`config.mk`:
```
export PLATFORM = sky130hd
export DESIGN_NAME = bole_cell
export DESIGN_NICKNAME = d
export VERILOG_FILES = /design/src/rtl/bole_pkg.sv /design/src/rtl/bole_cell.sv
export SDC_FILE = /design/constraint.sdc
export NUM_CORES = 1
export LEC_CHECK = 0
export BUFFER_PORTS_ARGS = -buffer_cell sky130_fd_sc_hd__buf_4
export CAP_MARGIN = 30
export CORE_MARGIN = 8
export CORE_UTILIZATION = 45
export DETAILED_ROUTE_END_ITERATION = 16
export GPL_ROUTABILITY_DRIVEN = 1
export GPL_TIMING_DRIVEN = 1
export PLACE_DENSITY = 0.9
export SETUP_SLACK_MARGIN = 0.4
export SYNTH_ARGS = -nofsm -noshare
export SYNTH_HDL_FRONTEND = slang
export SYNTH_SLANG_ARGS = --single-unit
```
`constraint.sdc`:
```
create_clock -name clk -period 7.9 [get_ports clk]
set_input_delay 1.185 -clock clk [delete_from_list [all_inputs] [get_ports clk]]
set_output_delay 1.185 -clock clk [all_outputs]
set_load 0.01 [all_outputs]
```
`src/rtl/bole_pkg.sv`:
```
// Shared constants, codes, field positions and the cell control bundle of the list engine.
`default_nettype none

package bole_pkg;

    // List size and derived widths.
    localparam int LIST_CAPACITY = 64;
    localparam int WORD_W        = 32;
    localparam int IDX_W         = (LIST_CAPACITY > 1) ? $clog2(LIST_CAPACITY) : 1;
    localparam int CNT_W         = $clog2(LIST_CAPACITY + 1);
    localparam int POS_W         = 8;
    localparam int CMP_W         = (CNT_W > POS_W) ? CNT_W : POS_W;

    // Reduction tree: cells are gathered in groups of eight.
    localparam int GROUP       = 8;
    localparam int GROUP_W     = 3;
    localparam int NUM_GROUPS  = (LIST_CAPACITY + GROUP - 1) / GROUP;

    // Request kinds.
    localparam logic [2:0] OP_SELECT  = 3'd0;
    localparam logic [2:0] OP_SEARCH  = 3'd1;
    localparam logic [2:0] OP_INSERT  = 3'd2;
    localparam logic [2:0] OP_REMOVE  = 3'd3;
    localparam logic [2:0] OP_REPLACE = 3'd4;

    // Widths of the result fields.
    localparam int POSOUT_W = 7;

    // Request word layout, lowest bit first.
    localparam int IN_TYPE_LSB  = 0;
    localparam int IN_POS_LSB   = 3;
    localparam int IN_DATA_LSB  = 11;
    localparam int IN_TDATA_W   = 48;

    // Result word layout, lowest bit first.
    localparam int OUT_OK_BIT     = 0;
    localparam int OUT_READ_LSB   = 1;
    localparam int OUT_FOUND_LSB  = 33;
    localparam int OUT_COUNT_LSB  = 40;
    localparam int OUT_EMPTY_BIT  = 47;
    localparam int OUT_FULL_BIT   = 48;
    localparam int OUT_TDATA_W    = 56;

    // Control broadcast from the sequencer to every cell.
    typedef struct packed {
        logic              capture;
        logic              insert_en;
        logic              remove_en;
        logic              replace_en;
        logic              select_en;
        logic              search_en;
        logic [IDX_W-1:0]  pos;
        logic [CNT_W-1:0]  count;
        logic [WORD_W-1:0] data;
    } bole_ctrl_t;

endpackage

`default_nettype wire

```
`src/rtl/bole_cell.sv`:
```
// One list cell: holds a word, shifts with its neighbours and flags a hit for the gather tree.
`default_nettype none

module bole_cell
    import bole_pkg::*;
(
    input  wire logic              clk,
    input  wire bole_ctrl_t        ctrl,
    input  wire logic [IDX_W-1:0]  cell_index,
    input  wire logic [WORD_W-1:0] left_value,
    input  wire logic [WORD_W-1:0] right_value,
    output logic      [WORD_W-1:0] value,
    output logic                   hit
);

    logic [WORD_W-1:0] value_reg;
    logic [WORD_W-1:0] value_next;
    logic              hit_reg;
    logic              hit_next;

    // Stored word: shift up on insert, down on remove, overwrite at the position.
    always_comb
    begin
        value_next = value_reg;
        if (ctrl.insert_en && (cell_index > ctrl.pos))
        begin
            value_next = left_value;
        end
        if (ctrl.remove_en && (cell_index >= ctrl.pos))
        begin
            value_next = right_value;
        end
        if ((ctrl.insert_en || ctrl.replace_en) && (cell_index == ctrl.pos))
        begin
            value_next = ctrl.data;
        end
    end

    // Hit flag: addressed for select, matching and held for search.
    always_comb
    begin
        hit_next = hit_reg;
        if (ctrl.capture)
        begin
            hit_next = (ctrl.select_en && (cell_index == ctrl.pos)) ||
                       (ctrl.search_en && (value_reg == ctrl.data) &&
                        (CNT_W'(cell_index) < ctrl.count));
        end
    end

    always_ff @(posedge clk)
    begin
        value_reg <= value_next;
        hit_reg   <= hit_next;
    end

    assign value = value_reg;
    assign hit   = hit_reg;

endmodule

`default_nettype wire

```
==> metrics <==
final worst path period share 0.439; first-pass GRT wire length around 15000 um; min-delay src value[2]; layout cells sized above 1 0.486; 1st-iter DRT viols 131; Clock power frac 0.203; # H-tree levels 2; DR vias 2698; Crit. End Element register; aggregate negative setup slack 0 ns; post-cts sizing count 0; Synth Instances 270; hold depth 3; clock sinks 33; CP max-delay cell nand2_1; GR Overflow Total 0; most frequent cells in the layout 157 x buf_4, 69 x nand2_1, 37 x nand4_1, 33 x edfxtp_1, 30 x o211ai_2; Setup CP Type input pin to register; Final #Nets 548; TritonCTS Buffers 5; routed wire length 9400 um; most used cell, CP buf_4; FF-to-FF path depth 5; worst slew margin relative to its limit 0.368; P&R area growth vs syn 49.3%; WP data required 7.86 ns; worst min path class register to register; number of global-route vias before repair 2959; Placed Area roughly 3800 um^2; clk_lat worst skew 0.28 ns; status finished, final reports clean; power per cell area 154 nW/um^2; Critical R2R Launch value[8]; internal power about 0.41 mW; Logic pwr share 0.378; clock skew 0.00609 ns; Routed wire per std cell roughly 19 um; final hold viol count 0; Least-Margin Pin Slew 0.948 ns; largest net degree at the start of global routing 35; # port buffers around 150; area share of the largest cell type after synthesis 0.378; Hold EP hit; worst hold slack 0.795 ns; final setup fails 0; Post-DP HPWL 7600 um; clock slew at the register clock pins of the worst setup and hold paths 0.07 ns; Crit Reg-Reg Endpoint hit; crit path time final 3.47 ns; Main synth FF type edfxtp_1; initial antenna violation count 0; Synth Area per Inst approximately 9.7 um^2; Net Sw Frac 0.317; syn_nets 403; Worst path max stage delay 0.51 ns; diodes inserted 0; Tot GR Track Use 0.218; Final Non-Filler Cells 488; post-route cell area ~4000 um^2; CTS Hold Bufs 0; clk buf depth 2; CTS tree built; Ports approximately 160; utilization after layout 0.702; Critical Path, Cell by Cell buf_4 > ha_1 > nand4_2 > o221ai_4 > buf_4 > o21ai_0 > nand2_1 > buf_4; DR pass1 iterations 4; chip width a little over 90 um; Worst setup SP type input pin; chip height approximately 92 um; worst-path fanout max 34; Distinct cells, synth 29; net switching power figure ~0.19 mW; R2R Setup Slk roughly 6.2 ns; Post-synth ARST share 0; post-synthesis sequential area ratio 0.378; largest area contributor in the netlist edfxtp_1; die area 8520 um^2; core area between 5000 and 6000 um^2; Routability Congestion 0.834; Post-synth EDFFs 33; # DRC 0; FMAX between 200 and 300 MHz; initial core utilization 0.470; cell row count 27; RSZ-0062 raised after global routing false; final antenna-violating net count 0; FF+latch count, synth 33; Vias/cell around 5.5; peak supply drop 93.1 uV; arrival time of the worst setup path 3.43 ns; placed insts 480; Clock Tree Root clkbuf_8; Post-Syn Area 2620 um^2; Lkg Pwr 1.77 nW; commonest non-fill, non-tap cell in the layout buf_4; Largest register FFs 32; Reg power frac 0.419; max-cap viol count 0; max-slew violations 0; Area contributors post-synth edfxtp_1 38%, o211ai_2 14%, nand2_1 9.9%, nand4_1 8.8%, xnor2_1 5.7%; Ys Warns 0; post-CTS setup buffers 0
## cells in the mapped netlist (2+ instances only)
| cell | number |
|---|---|
| nand2_1 | 69 |
| nand4_1 | 37 |
| edfxtp_1 | 33 |
| o211ai_2 | 30 |
| xnor2_1 | 17 |
| clkbuf_1 | 15 |
| xor2_1 | 15 |
| inv_1 | 12 |
| ha_1 | 11 |
| a21oi_1 | 4 |
| buf_6 | 4 |
| nor4_1 | 4 |
| o211ai_1 | 2 |
| o21ai_0 | 2 |
## metrics by stage
| stage | total power [mW] | setup WS, ns |
|---|---|---|
| detailed placement | 0.483 | 4.16 |
| CTS | 0.606 | 4.45 |
| finish | 0.602 | 4.43 |
| floorplan | 0.360 | 4.56 |
| global placement | 0.475 | 4.24 |
| global route | 0.634 | 4.31 |
## power groups by stage
| stage | combinational, mW | sequential [mW] | clock [mW] |
|---|---|---|---|
| after floorplan | 0.0932 | 0.267 | 0 |
| after global placement | 0.222 | 0.254 | 0 |
| after detailed placement | 0.228 | 0.255 | 0 |
| after CTS | 0.228 | 0.252 | 0.126 |
| after global routing | 0.244 | 0.256 | 0.133 |
| final | 0.227 | 0.252 | 0.122 |
## how the worst max path moves through the flow
stage / start / end / slack [ns]
floorplan: ctrl[43] / value[0] / 4.56
global placement: cell_index[4] / value[0] / 4.24
detailed placement: cell_index[4] / value[24] / 4.16
CTS: cell_index[4] / value[19] / 4.45
global route: cell_index[4] / value[20] / 4.31
finish: cell_index[4] / value[20] / 4.43
## layer usage
| metal | track usage | share of wire | vias to the layer above |
|---|---|---|---|
| li1 | - | - | 1286 |
| met1 | 0.241 | 0.37 | 1255 |
| met2 | 0.381 | 0.51 | 141 |
| met3 | 0.0726 | 0.094 | 16 |
| met4 | 0.0819 | 0.022 | 0 |
| met5 | 0 | 0 | - |
## kinds of logic (layout without fill, tap and decap cells)
group | after synthesis | in the layout | share of synthesized area
AND/OR/NAND/NOR | 116 | 116 | 0.217
flip-flops | 33 | 33 | 0.378
buffers and inverters | 32 | 178 | 0.0578
XOR/XNOR | 32 | 32 | 0.107
adder cells (fa/ha/maj) | 11 | 11 | 0.0525
AO/OA/AOI/OAI | 46 | 46 | 0.188
## final cells by class
class                      count  area, um^2
clock buffer                   6        72.6
inverter                      12        45.0
clock inverter                 2        10.0
fill                         426        1660
timing repair buffer         158        1210
multi-input combinational    205        1500
sequential                    33         991
tap                           72        90.1
## worst max-delay path: cells and delay by family
kind,cells,cell delay (ns)
buffers and inverters,3,0.88
and+or+nand+nor,2,0.67
AOI/OAI and AO/OA,2,0.37
adders and majority gates,1,0.32
Note: power is estimated with default switching activity, not from simulation.
